--- src/rtl/md5sh_pkg.sv ---
`timescale 1ns / 1ps
`default_nettype none
// ----------------------------------------------------------------------------
// md5sh_pkg
// Shared types, constants and round tables of the streaming MD5 hasher.
// ----------------------------------------------------------------------------
package md5sh_pkg;

    // Operation codes of an input beat.
    localparam logic OP_ABSORB = 1'b0;
    localparam logic OP_FINISH = 1'b1;

    // Initial chaining vector.
    localparam logic [31:0] IV_A = 32'h67452301;
    localparam logic [31:0] IV_B = 32'hEFCDAB89;
    localparam logic [31:0] IV_C = 32'h98BADCFE;
    localparam logic [31:0] IV_D = 32'h10325476;

    // Padding marker byte and the first buffer position of the length field.
    localparam logic [7:0] PAD_MARKER = 8'h80;
    localparam logic [5:0] LEN_POS    = 6'd56;

    typedef logic [31:0] word_t;

    // Four chaining words, index 0 is a.
    typedef logic [3:0][31:0] chain_t;

    // Command from the sequencer to the compression engine.
    typedef struct packed {
        logic        start;    // one-cycle pulse: compress one block
        logic        restart;  // one-cycle pulse: reload the initial vector
        logic [6:0]  limit;    // buffer bytes below this come from memory
        logic        marker;   // byte at limit reads as the pad marker
        logic        len_en;   // words 14 and 15 carry the bit length
        logic [63:0] bit_len;  // message length in bits
    } cmd_t;

    // Status from the compression engine.
    typedef struct packed {
        logic busy;
        logic done;  // one-cycle pulse after the chaining words are updated
    } status_t;

    // Message word index used by a round.
    function automatic logic [3:0] msg_index(input logic [5:0] rnd);
        logic [3:0] j;
        logic [3:0] g;
        begin
            j = rnd[3:0];
            unique case (rnd[5:4])
                2'd0: g = j;
                2'd1: g = 4'((j << 2) + j + 4'd1);
                2'd2: g = 4'((j << 1) + j + 4'd5);
                2'd3: g = 4'((j << 3) - j);
                default: g = j;
            endcase
            return g;
        end
    endfunction

    // Left rotation amount of a round.
    function automatic logic [4:0] rot_amt(input logic [5:0] rnd);
        logic [4:0] s;
        begin
            unique case ({rnd[5:4], rnd[1:0]})
                4'b00_00: s = 5'd7;
                4'b00_01: s = 5'd12;
                4'b00_10: s = 5'd17;
                4'b00_11: s = 5'd22;
                4'b01_00: s = 5'd5;
                4'b01_01: s = 5'd9;
                4'b01_10: s = 5'd14;
                4'b01_11: s = 5'd20;
                4'b10_00: s = 5'd4;
                4'b10_01: s = 5'd11;
                4'b10_10: s = 5'd16;
                4'b10_11: s = 5'd23;
                4'b11_00: s = 5'd6;
                4'b11_01: s = 5'd10;
                4'b11_10: s = 5'd15;
                4'b11_11: s = 5'd21;
                default:  s = 5'd7;
            endcase
            return s;
        end
    endfunction

    // Additive round constant.
    function automatic word_t round_const(input logic [5:0] rnd);
        word_t k;
        begin
            unique case (rnd)
                6'd0:  k = 32'hd76aa478;
                6'd1:  k = 32'he8c7b756;
                6'd2:  k = 32'h242070db;
                6'd3:  k = 32'hc1bdceee;
                6'd4:  k = 32'hf57c0faf;
                6'd5:  k = 32'h4787c62a;
                6'd6:  k = 32'ha8304613;
                6'd7:  k = 32'hfd469501;
                6'd8:  k = 32'h698098d8;
                6'd9:  k = 32'h8b44f7af;
                6'd10: k = 32'hffff5bb1;
                6'd11: k = 32'h895cd7be;
                6'd12: k = 32'h6b901122;
                6'd13: k = 32'hfd987193;
                6'd14: k = 32'ha679438e;
                6'd15: k = 32'h49b40821;
                6'd16: k = 32'hf61e2562;
                6'd17: k = 32'hc040b340;
                6'd18: k = 32'h265e5a51;
                6'd19: k = 32'he9b6c7aa;
                6'd20: k = 32'hd62f105d;
                6'd21: k = 32'h02441453;
                6'd22: k = 32'hd8a1e681;
                6'd23: k = 32'he7d3fbc8;
                6'd24: k = 32'h21e1cde6;
                6'd25: k = 32'hc33707d6;
                6'd26: k = 32'hf4d50d87;
                6'd27: k = 32'h455a14ed;
                6'd28: k = 32'ha9e3e905;
                6'd29: k = 32'hfcefa3f8;
                6'd30: k = 32'h676f02d9;
                6'd31: k = 32'h8d2a4c8a;
                6'd32: k = 32'hfffa3942;
                6'd33: k = 32'h8771f681;
                6'd34: k = 32'h6d9d6122;
                6'd35: k = 32'hfde5380c;
                6'd36: k = 32'ha4beea44;
                6'd37: k = 32'h4bdecfa9;
                6'd38: k = 32'hf6bb4b60;
                6'd39: k = 32'hbebfbc70;
                6'd40: k = 32'h289b7ec6;
                6'd41: k = 32'heaa127fa;
                6'd42: k = 32'hd4ef3085;
                6'd43: k = 32'h04881d05;
                6'd44: k = 32'hd9d4d039;
                6'd45: k = 32'he6db99e5;
                6'd46: k = 32'h1fa27cf8;
                6'd47: k = 32'hc4ac5665;
                6'd48: k = 32'hf4292244;
                6'd49: k = 32'h432aff97;
                6'd50: k = 32'hab9423a7;
                6'd51: k = 32'hfc93a039;
                6'd52: k = 32'h655b59c3;
                6'd53: k = 32'h8f0ccc92;
                6'd54: k = 32'hffeff47d;
                6'd55: k = 32'h85845dd1;
                6'd56: k = 32'h6fa87e4f;
                6'd57: k = 32'hfe2ce6e0;
                6'd58: k = 32'ha3014314;
                6'd59: k = 32'h4e0811a1;
                6'd60: k = 32'hf7537e82;
                6'd61: k = 32'hbd3af235;
                6'd62: k = 32'h2ad7d2bb;
                6'd63: k = 32'heb86d391;
                default: k = 32'h0;
            endcase
            return k;
        end
    endfunction

endpackage
`default_nettype wire

--- src/rtl/md5sh_in_if.sv ---
`timescale 1ns / 1ps
`default_nettype none
// ----------------------------------------------------------------------------
// md5sh_in_if
// Message channel: one beat carries an operation and a data byte.
// ----------------------------------------------------------------------------
interface md5sh_in_if;
    logic       valid;
    logic       ready;
    logic       operation;
    logic [7:0] data_byte;

    modport source (output valid, output operation, output data_byte, input ready);
    modport sink   (input valid, input operation, input data_byte, output ready);
endinterface
`default_nettype wire

--- src/rtl/md5sh_out_if.sv ---
`timescale 1ns / 1ps
`default_nettype none
// ----------------------------------------------------------------------------
// md5sh_out_if
// Digest channel: one beat carries one 32-bit digest word.
// ----------------------------------------------------------------------------
interface md5sh_out_if;
    logic        valid;
    logic        ready;
    logic [31:0] digest_word;
    logic        digest_last;

    modport source (output valid, output digest_word, output digest_last, input ready);
    modport sink   (input valid, input digest_word, input digest_last, output ready);
endinterface
`default_nettype wire

--- src/rtl/md5sh_buf_ram.sv ---
`timescale 1ns / 1ps
`default_nettype none
// ----------------------------------------------------------------------------
// md5sh_buf_ram
// 64-byte block buffer, organized as 16 words of 32 bits. One byte lane is
// written per cycle; one word is read per cycle with registered data.
// ----------------------------------------------------------------------------
module md5sh_buf_ram (
    input  wire logic        clk,
    input  wire logic        wr_en,
    input  wire logic [3:0]  wr_addr,
    input  wire logic [1:0]  wr_lane,
    input  wire logic [7:0]  wr_byte,
    input  wire logic [3:0]  rd_addr,
    output      logic [31:0] rd_data
);

    logic [31:0] mem [16];

    // Byte-lane write.
    always_ff @(posedge clk)
    begin
        if (wr_en)
        begin
            mem[wr_addr][{wr_lane, 3'b000} +: 8] <= wr_byte;
        end
    end

    // Registered word read.
    always_ff @(posedge clk)
    begin
        rd_data <= mem[rd_addr];
    end

endmodule
`default_nettype wire

--- src/rtl/md5sh_core.sv ---
`timescale 1ns / 1ps
`default_nettype none
// ----------------------------------------------------------------------------
// md5sh_core
// MD5 compression engine. Reads one message word per round from the block
// buffer, substitutes padding and length on the fly, runs one round per
// cycle and folds the result into the chaining words.
// ----------------------------------------------------------------------------
module md5sh_core (
    input  wire logic               clk,
    input  wire logic               rst_n,
    input  wire md5sh_pkg::cmd_t    cmd,
    output      md5sh_pkg::status_t status,
    output      logic [3:0]         rd_addr,
    input  wire logic [31:0]        rd_data,
    output      md5sh_pkg::chain_t  chain
);
    import md5sh_pkg::*;

    typedef enum logic [1:0] {
        C_IDLE,
        C_PREF,
        C_ROUND,
        C_FOLD
    } core_state_t;

    core_state_t state_reg;
    logic [5:0]  rnd_reg;
    word_t       a_reg;
    word_t       b_reg;
    word_t       c_reg;
    word_t       d_reg;
    chain_t      chain_reg;
    logic        done_reg;

    logic [3:0]  g_cur;
    logic [5:0]  rnd_ahead;
    logic [5:0]  byte_idx;
    word_t       msg_word;
    word_t       f_val;
    word_t       t_val;
    logic [63:0] rot_wide;
    word_t       b_next;

    // Read address runs one round ahead of the datapath.
    always_comb
    begin
        g_cur     = msg_index(rnd_reg);
        rnd_ahead = (state_reg == C_PREF) ? rnd_reg : rnd_reg + 6'd1;
        rd_addr   = msg_index(rnd_ahead);
    end

    // Message word with data, pad marker, zero fill and length substituted.
    always_comb
    begin
        byte_idx = 6'd0;
        msg_word = '0;
        for (int k = 0; k < 4; k++)
        begin
            byte_idx = {g_cur, 2'(k)};
            if ({1'b0, byte_idx} < cmd.limit)
            begin
                msg_word[8*k +: 8] = rd_data[8*k +: 8];
            end
            else if (cmd.marker && ({1'b0, byte_idx} == cmd.limit))
            begin
                msg_word[8*k +: 8] = PAD_MARKER;
            end
            else
            begin
                msg_word[8*k +: 8] = 8'h00;
            end
        end
        if (cmd.len_en && (g_cur == LEN_POS[5:2]))
        begin
            msg_word = cmd.bit_len[31:0];
        end
        else if (cmd.len_en && (g_cur == LEN_POS[5:2] + 4'd1))
        begin
            msg_word = cmd.bit_len[63:32];
        end
    end

    // One MD5 round.
    always_comb
    begin
        unique case (rnd_reg[5:4])
            2'd0: f_val = (b_reg & c_reg) | (~b_reg & d_reg);
            2'd1: f_val = (d_reg & b_reg) | (~d_reg & c_reg);
            2'd2: f_val = b_reg ^ c_reg ^ d_reg;
            2'd3: f_val = c_reg ^ (b_reg | ~d_reg);
            default: f_val = '0;
        endcase
        t_val    = f_val + a_reg + round_const(rnd_reg) + msg_word;
        rot_wide = {t_val, t_val} << rot_amt(rnd_reg);
        b_next   = b_reg + rot_wide[63:32];
    end

    // Round sequencer and chaining words.
    always_ff @(posedge clk or negedge rst_n)
    begin
        if (!rst_n)
        begin
            state_reg <= C_IDLE;
            rnd_reg   <= '0;
            a_reg     <= '0;
            b_reg     <= '0;
            c_reg     <= '0;
            d_reg     <= '0;
            chain_reg <= {IV_D, IV_C, IV_B, IV_A};
            done_reg  <= 1'b0;
        end
        else
        begin
            done_reg <= 1'b0;
            unique case (state_reg)
                C_IDLE:
                begin
                    if (cmd.restart)
                    begin
                        chain_reg <= {IV_D, IV_C, IV_B, IV_A};
                    end
                    else if (cmd.start)
                    begin
                        rnd_reg   <= '0;
                        a_reg     <= chain_reg[0];
                        b_reg     <= chain_reg[1];
                        c_reg     <= chain_reg[2];
                        d_reg     <= chain_reg[3];
                        state_reg <= C_PREF;
                    end
                end
                C_PREF:
                begin
                    state_reg <= C_ROUND;
                end
                C_ROUND:
                begin
                    a_reg   <= d_reg;
                    d_reg   <= c_reg;
                    c_reg   <= b_reg;
                    b_reg   <= b_next;
                    rnd_reg <= rnd_reg + 6'd1;
                    if (rnd_reg == 6'd63)
                    begin
                        state_reg <= C_FOLD;
                    end
                end
                C_FOLD:
                begin
                    chain_reg[0] <= chain_reg[0] + a_reg;
                    chain_reg[1] <= chain_reg[1] + b_reg;
                    chain_reg[2] <= chain_reg[2] + c_reg;
                    chain_reg[3] <= chain_reg[3] + d_reg;
                    done_reg     <= 1'b1;
                    state_reg    <= C_IDLE;
                end
                default:
                begin
                    state_reg <= C_IDLE;
                end
            endcase
        end
    end

    assign chain       = chain_reg;
    assign status.busy = (state_reg != C_IDLE);
    assign status.done = done_reg;

endmodule
`default_nettype wire

--- src/rtl/md5_stream_hasher.sv ---
`timescale 1ns / 1ps
`default_nettype none
// ----------------------------------------------------------------------------
// md5_stream_hasher
// Streaming MD5: bytes are absorbed into a block buffer memory, each full
// block is compressed, and a finish beat pads, compresses and emits the
// digest as four words a, b, c, d.
//
//   Channel  Dir  Payload                      Beat
//   msg      in   operation, data_byte         one byte or one finish
//   digest   out  digest_word, digest_last     one digest word
//
// An absorb beat that does not fill a block leaves msg ready for more absorbs.
// The beat that fills a block is followed by its compression, in which msg is
// held off: one buffer read ahead, 64 rounds of the shared round datapath, one
// fold step. A finish compresses one block, or two when the fill level is 56 or more.
// The four digest words sit in an output register, so absorbs go on while
// they drain; a further finish waits until the last digest word is taken.
// Reset restores the initial vector and a zero byte count at once.
// ----------------------------------------------------------------------------
module md5_stream_hasher (
    input  wire logic clk,
    input  wire logic rst_n,
    md5sh_in_if.sink    msg,
    md5sh_out_if.source digest
);
    import md5sh_pkg::*;

    typedef enum logic [1:0] {
        S_IDLE,
        S_BLOCK,
        S_PAD1,
        S_LAST
    } seq_state_t;

    seq_state_t  state_reg;
    logic [60:0] count_reg;
    cmd_t        cmd_reg;
    chain_t      digest_reg;
    logic [1:0]  out_idx_reg;
    logic        out_busy_reg;

    status_t     core_status;
    chain_t      core_chain;
    logic [3:0]  rd_addr;
    logic [31:0] rd_data;
    logic        in_accept;
    logic        out_accept;
    logic        wr_en;

    // Handshakes.
    always_comb
    begin
        msg.ready  = (state_reg == S_IDLE) && (!out_busy_reg || (msg.operation == OP_ABSORB));
        in_accept  = msg.valid && msg.ready;
        out_accept = digest.valid && digest.ready;
        wr_en      = in_accept && (msg.operation == OP_ABSORB);
    end

    // Block buffer memory.
    md5sh_buf_ram u_buf (
        .clk     (clk),
        .wr_en   (wr_en),
        .wr_addr (count_reg[5:2]),
        .wr_lane (count_reg[1:0]),
        .wr_byte (msg.data_byte),
        .rd_addr (rd_addr),
        .rd_data (rd_data)
    );

    // Compression engine.
    md5sh_core u_core (
        .clk     (clk),
        .rst_n   (rst_n),
        .cmd     (cmd_reg),
        .status  (core_status),
        .rd_addr (rd_addr),
        .rd_data (rd_data),
        .chain   (core_chain)
    );

    // Sequencer, byte count and digest output register.
    always_ff @(posedge clk or negedge rst_n)
    begin
        if (!rst_n)
        begin
            state_reg    <= S_IDLE;
            count_reg    <= '0;
            cmd_reg      <= '0;
            digest_reg   <= '0;
            out_idx_reg  <= '0;
            out_busy_reg <= 1'b0;
        end
        else
        begin
            cmd_reg.start   <= 1'b0;
            cmd_reg.restart <= 1'b0;

            // Drain the digest words.
            if (out_accept)
            begin
                out_idx_reg <= out_idx_reg + 2'd1;
                if (out_idx_reg == 2'd3)
                begin
                    out_busy_reg <= 1'b0;
                end
            end

            unique case (state_reg)
                S_IDLE:
                begin
                    if (in_accept && (msg.operation == OP_ABSORB))
                    begin
                        count_reg <= count_reg + 61'd1;
                        if (count_reg[5:0] == 6'd63)
                        begin
                            cmd_reg.start  <= 1'b1;
                            cmd_reg.limit  <= 7'd64;
                            cmd_reg.marker <= 1'b0;
                            cmd_reg.len_en <= 1'b0;
                            state_reg      <= S_BLOCK;
                        end
                    end
                    else if (in_accept)
                    begin
                        // Finish: a fill level of 56 or more needs an extra block.
                        cmd_reg.start   <= 1'b1;
                        cmd_reg.limit   <= {1'b0, count_reg[5:0]};
                        cmd_reg.marker  <= 1'b1;
                        cmd_reg.bit_len <= {count_reg, 3'b000};
                        if (count_reg[5:3] == LEN_POS[5:3])
                        begin
                            cmd_reg.len_en <= 1'b0;
                            state_reg      <= S_PAD1;
                        end
                        else
                        begin
                            cmd_reg.len_en <= 1'b1;
                            state_reg      <= S_LAST;
                        end
                    end
                end
                S_BLOCK:
                begin
                    if (core_status.done)
                    begin
                        state_reg <= S_IDLE;
                    end
                end
                S_PAD1:
                begin
                    // Second block: zeros and the length.
                    if (core_status.done)
                    begin
                        cmd_reg.start  <= 1'b1;
                        cmd_reg.limit  <= 7'd0;
                        cmd_reg.marker <= 1'b0;
                        cmd_reg.len_en <= 1'b1;
                        state_reg      <= S_LAST;
                    end
                end
                S_LAST:
                begin
                    if (core_status.done)
                    begin
                        digest_reg      <= core_chain;
                        out_idx_reg     <= 2'd0;
                        out_busy_reg    <= 1'b1;
                        cmd_reg.restart <= 1'b1;
                        count_reg       <= '0;
                        state_reg       <= S_IDLE;
                    end
                end
                default:
                begin
                    state_reg <= S_IDLE;
                end
            endcase
        end
    end

    // Digest channel.
    always_comb
    begin
        digest.valid       = out_busy_reg;
        digest.digest_word = digest_reg[out_idx_reg];
        digest.digest_last = (out_idx_reg == 2'd3);
    end

endmodule
`default_nettype wire
--- src/flat_wrapper.sv ---
// flat-port wrapper written by rule: the top's interface ports become plain ports
module md5_stream_hasher_flat import md5sh_pkg::*;
  (clk, rst_n, msg_valid, msg_operation, msg_data_byte, msg_ready, digest_valid, digest_digest_word, digest_digest_last, digest_ready);
  md5sh_in_if msg_i ();
  md5sh_out_if digest_i ();
  input  wire logic clk;
  input  wire logic rst_n;
  input wire logic [$bits(msg_i.valid)-1:0] msg_valid;
  input wire logic [$bits(msg_i.operation)-1:0] msg_operation;
  input wire logic [$bits(msg_i.data_byte)-1:0] msg_data_byte;
  output wire logic [$bits(msg_i.ready)-1:0] msg_ready;
  output wire logic [$bits(digest_i.valid)-1:0] digest_valid;
  output wire logic [$bits(digest_i.digest_word)-1:0] digest_digest_word;
  output wire logic [$bits(digest_i.digest_last)-1:0] digest_digest_last;
  input wire logic [$bits(digest_i.ready)-1:0] digest_ready;
  assign msg_i.valid = msg_valid;
  assign msg_i.operation = msg_operation;
  assign msg_i.data_byte = msg_data_byte;
  assign msg_ready = msg_i.ready;
  assign digest_valid = digest_i.valid;
  assign digest_digest_word = digest_i.digest_word;
  assign digest_digest_last = digest_i.digest_last;
  assign digest_i.ready = digest_ready;
  md5_stream_hasher u_core (.clk(clk), .rst_n(rst_n), .msg(msg_i), .digest(digest_i));
endmodule
--- config.mk ---
export PLATFORM = sky130hd
export DESIGN_NAME = md5_stream_hasher_flat
export DESIGN_NICKNAME = d
export VERILOG_FILES = /design/src/rtl/md5sh_pkg.sv /design/src/rtl/md5sh_in_if.sv /design/src/rtl/md5sh_out_if.sv /design/src/rtl/md5sh_buf_ram.sv /design/src/rtl/md5sh_core.sv /design/src/rtl/md5_stream_hasher.sv /design/src/flat_wrapper.sv
export SDC_FILE = /design/constraint.sdc
export NUM_CORES = 2
export LEC_CHECK = 0
export BUFFER_PORTS_ARGS = -buffer_cell sky130_fd_sc_hd__buf_2
export CORE_UTILIZATION = 30
export CTS_CLUSTER_SIZE = 20
export DETAILED_ROUTE_END_ITERATION = 10
export PLACE_DENSITY = 0.54
export SETUP_SLACK_MARGIN = 0.4
export SYNTH_ARGS = -nofsm -noshare
export SYNTH_HDL_FRONTEND = slang
export SYNTH_SLANG_ARGS = --single-unit
--- constraint.sdc ---
create_clock -name clk -period 14.9 [get_ports clk]
set_clock_uncertainty 0.15 [all_clocks]
set_input_delay 0.745 -clock clk [delete_from_list [all_inputs] [get_ports clk]]
set_output_delay 0.745 -clock clk [all_outputs]
set_load 0.02 [all_outputs]
==> metrics.md <==
| Metric | Value |
|---|---|
| Status | completed |
| Endpoints failing setup | 0 |
| Worst hold start | digest_ready |
| Synthesis-stage register bit count | 1075 |
| Setup crit end kind | flop |
| Ant diodes | 0 |
| CP Data Required Time | 15.47 ns |
| CP arrival | 13.79 ns |
| Drt first-iter violations | 4163 |
| Hpwl dp | 142000 um |
| Grt ovf | 0 |
| Synth async-reset ratio | 0.494 |
| Die outline width | 458 um |
| Yosys warns | 0 |
| Clk_lat worst skew | 0.80 ns |
| Worst Reg-to-Reg Cells | 44 |
| Yosys top cell by area | edfxtp_1 |
| Max-cap violation count | 0 |
| Post-CTS Setup Inserts | 0 |
| Clock period minus worst slack | 13.23 ns |
| Top FF cell, synth | edfxtp_1 |
| Ports | 48 |
| Core Area | 206000 um2 |
| Total negative slack | 0 ns |
| First drt pass iteration count | 7 |
| Largest net degree at the start of global routing | 192 |
| Tot GR Track Use | 0.190 |
| Via density | 5.35 |
| H-tree depth | 3 |
| Post-CTS Resized | 0 |
| R2R Path Start | u_core.u_core.rnd_reg[0]$_DFFE_PN0P_ |
| CTS tree | yes |
| Largest register FFs | 512 |
| Chip height | 458 um |
| Clk slew on worst S/H paths | 0.07 ns |
| Routed vias | 48800 |
| Post-synthesis sequential area ratio | 0.471 |
| Area grow syn2layout | 11.1% |
| Peak Freq | 0.0756 GHz |
| Top-area cell type share of the netlist area | 0.247 |
| Total Routed Length | 203000 um |
| Fin. max-slew vios | 0 |
| Mapped Cells | 6470 |
| Drc violations | 0 |
| FP Rows | 166 |
| Worst setup SP type | flop |
| RSZ-0062 raised after global routing | no |
| Global-route wire length before repair | 306000 um |
| Initial antenna violation count | 3 |
| Mapped Area | 62300 um2 |
| Slew @ Worst Pin | 1.31 ns |
| Slowest stage delay, CP | 0.95 ns |
| Syn_nets | 6798 |
| Distinct cells, synth | 97 |
| GP Congestion | 0.926 |
| Post-synthesis area per instance | 9.64 um2 |
| Top cells by area, synth | edfxtp_1 (25%), dfrtp_1 (19%), nand2_1 (7.9%), ha_1 (4.9%), o21ai_0 (3.8%) |
| Clk sinks | 1075 |
| Stages on worst setup path | 44 |
| Final Hold Vio Count | 0 |
| WL/cell | 22.2 um |
| Slowest-stage cell, CP | dfrtp_1 |
| IO buf count | 47 |
| Post-DRT Antenna Nets | 0 |
| Buffers and inverters on the worst path | 2 |
| Worst-path maximum fanout | 19 |
| Starting Density | 0.303 |
| Clock buffer depth | 3 |
| Final #Nets | 6669 |
| WHS Path Cells | 3 |
| CTS root buf | clkbuf_16 |
| Slew headroom | 0.127 |
| Die area | 210000 um2 |
| Layout cells sized above 1 | 0.0851 |
| Hold Path End | u_core.out_idx_reg[1]$_DFF_PN0_ |
| Number of synthesized flops with an enable pin | 512 |
| Final period util | 0.888 |
| Kind of critical path | flop to flop |
| R2r setup slk | 1.67 ns |
| Top Family by Delay on Critical Path | compound AO/OA/AOI/OAI gates |
| Vias in the first global route | 46600 |
| Worst min path class | input pin to flop |
| CTS Buf Count | 118 |
| R2r endpoint | u_core.u_core.b_reg[31]$_DFFE_PN0P_ |
-- layout by cell type (no fill, tap or decap), types with 38 or more instances in the layout --
cell and count:
nand2b_1 40, mux4_2 43, a31oi_1 130, o21ai_0 468, buf_2 46, and3_1 41
clkbuf_16 118, a311oi_1 83, and2_1 179, buf_4 73, dfrtp_1 461, nand3_1 79
fa_1 73, edfxtp_1 512, inv_1 152, ha_1 240, nand2_1 1306, dfstp_2 64
nor3_1 66, a211oi_1 237, xnor2_1 138, mux2_2 39, nor2_1 414, mux2i_1 195
xor2_1 115, or2_2 41, a21oi_1 405, a21o_1 61, o22ai_1 38
-- logic make-up after synthesis --
logic type	Yosys count	synth area share
DFF	1075	0.471
xor gates and xnor gates	259	0.0366
AOI/OAI and AO/OA	1719	0.174
muxes	278	0.0541
buffers and inverters	530	0.0322
and+or+nand+nor	2294	0.160
adders and majority gates	315	0.0720
-- stage by stage --
step	cell area (um2)	utilization	instances	hold slack (ns)	setup WS [ns]
finish	69300	0.337	9127	0.142	1.67
floorplan	62300	-	6470	0.290	3.33
detailed placement	65400	0.318	8908	0.308	1.93
global placement	65400	0.318	8908	0.303	2.03
global route	69300	0.337	9127	0.113	0.848
CTS	69300	0.337	9127	0.0806	1.84
-- Yosys cell counts (62+ instances only) --
| library cell | count |
|---|---|
| mux2i_1 | 196 |
| a21o_1 | 62 |
| xor2_1 | 115 |
| edfxtp_1 | 512 |
| xnor2_1 | 143 |
| dfrtp_1 | 467 |
| clkbuf_1 | 317 |
| inv_1 | 152 |
| ha_1 | 242 |
| nor2_1 | 415 |
| a21oi_1 | 407 |
| nand3_1 | 81 |
| a311oi_1 | 83 |
| o21ai_0 | 471 |
| nor3_1 | 66 |
| fa_1 | 73 |
| and2_1 | 179 |
| a31oi_1 | 130 |
| a211oi_1 | 238 |
| nand2_1 | 1306 |
| dfstp_2 | 64 |
-- tightest hold or removal path: cells and delay by family --
family	cells	cell delay, ns
buffers and inverters	1	0.11
and+or+nand+nor	1	0.07
AOI/OAI and AO/OA	1	0.06
-- worst max-delay path by stage --
stage	startpoint	end	slack [ns]
6_report	u_core.u_core.rnd_reg[0]$_DFFE_PN0P_	u_core.u_core.b_reg[31]$_DFFE_PN0P_	1.67
5_1_grt	u_core.u_core.rnd_reg[0]$_DFFE_PN0P_	u_core.u_core.b_reg[30]$_DFFE_PN0P_	0.85
4_1_cts	u_core.u_core.rnd_reg[0]$_DFFE_PN0P_	u_core.u_core.b_reg[31]$_DFFE_PN0P_	1.84
3_5_place_dp	u_core.u_core.rnd_reg[0]$_DFFE_PN0P_	u_core.u_core.b_reg[31]$_DFFE_PN0P_	1.93
3_3_place_gp	u_core.u_core.rnd_reg[0]$_DFFE_PN0P_	u_core.u_core.b_reg[30]$_DFFE_PN0P_	2.03
2_1_floorplan	u_core.u_core.rnd_reg[2]$_DFFE_PN0P_	u_core.u_core.b_reg[30]$_DFFE_PN0P_	3.33
-- final cells by class --
cell class / instances / area (um2)
clock buffers: 158 / 3210
clock inverters: 60 / 672
fillers: 21000 / 136000
inverters: 156 / 591
multi-input cells: 4865 / 31100
flip-flops and latches: 1075 / 29400
well taps: 2688 / 3360
repair buffers: 125 / 883
-- metal layers --
metal / GRT usage / wire length [um]
met1: 0.258 / 91100
met2: 0.313 / 96000
met3: 0.0242 / 9210
met4: 0.0620 / 6590
met5: 0 / 12
-- what timing repair did --
item,CTS,global route
setup endpoints to repair,0,0
hold buffers,1,0
hold endpoints to repair,55,0
Power is not shown: default switching activity piles up to over one toggle a cycle in this logic, so the estimate is an artifact.
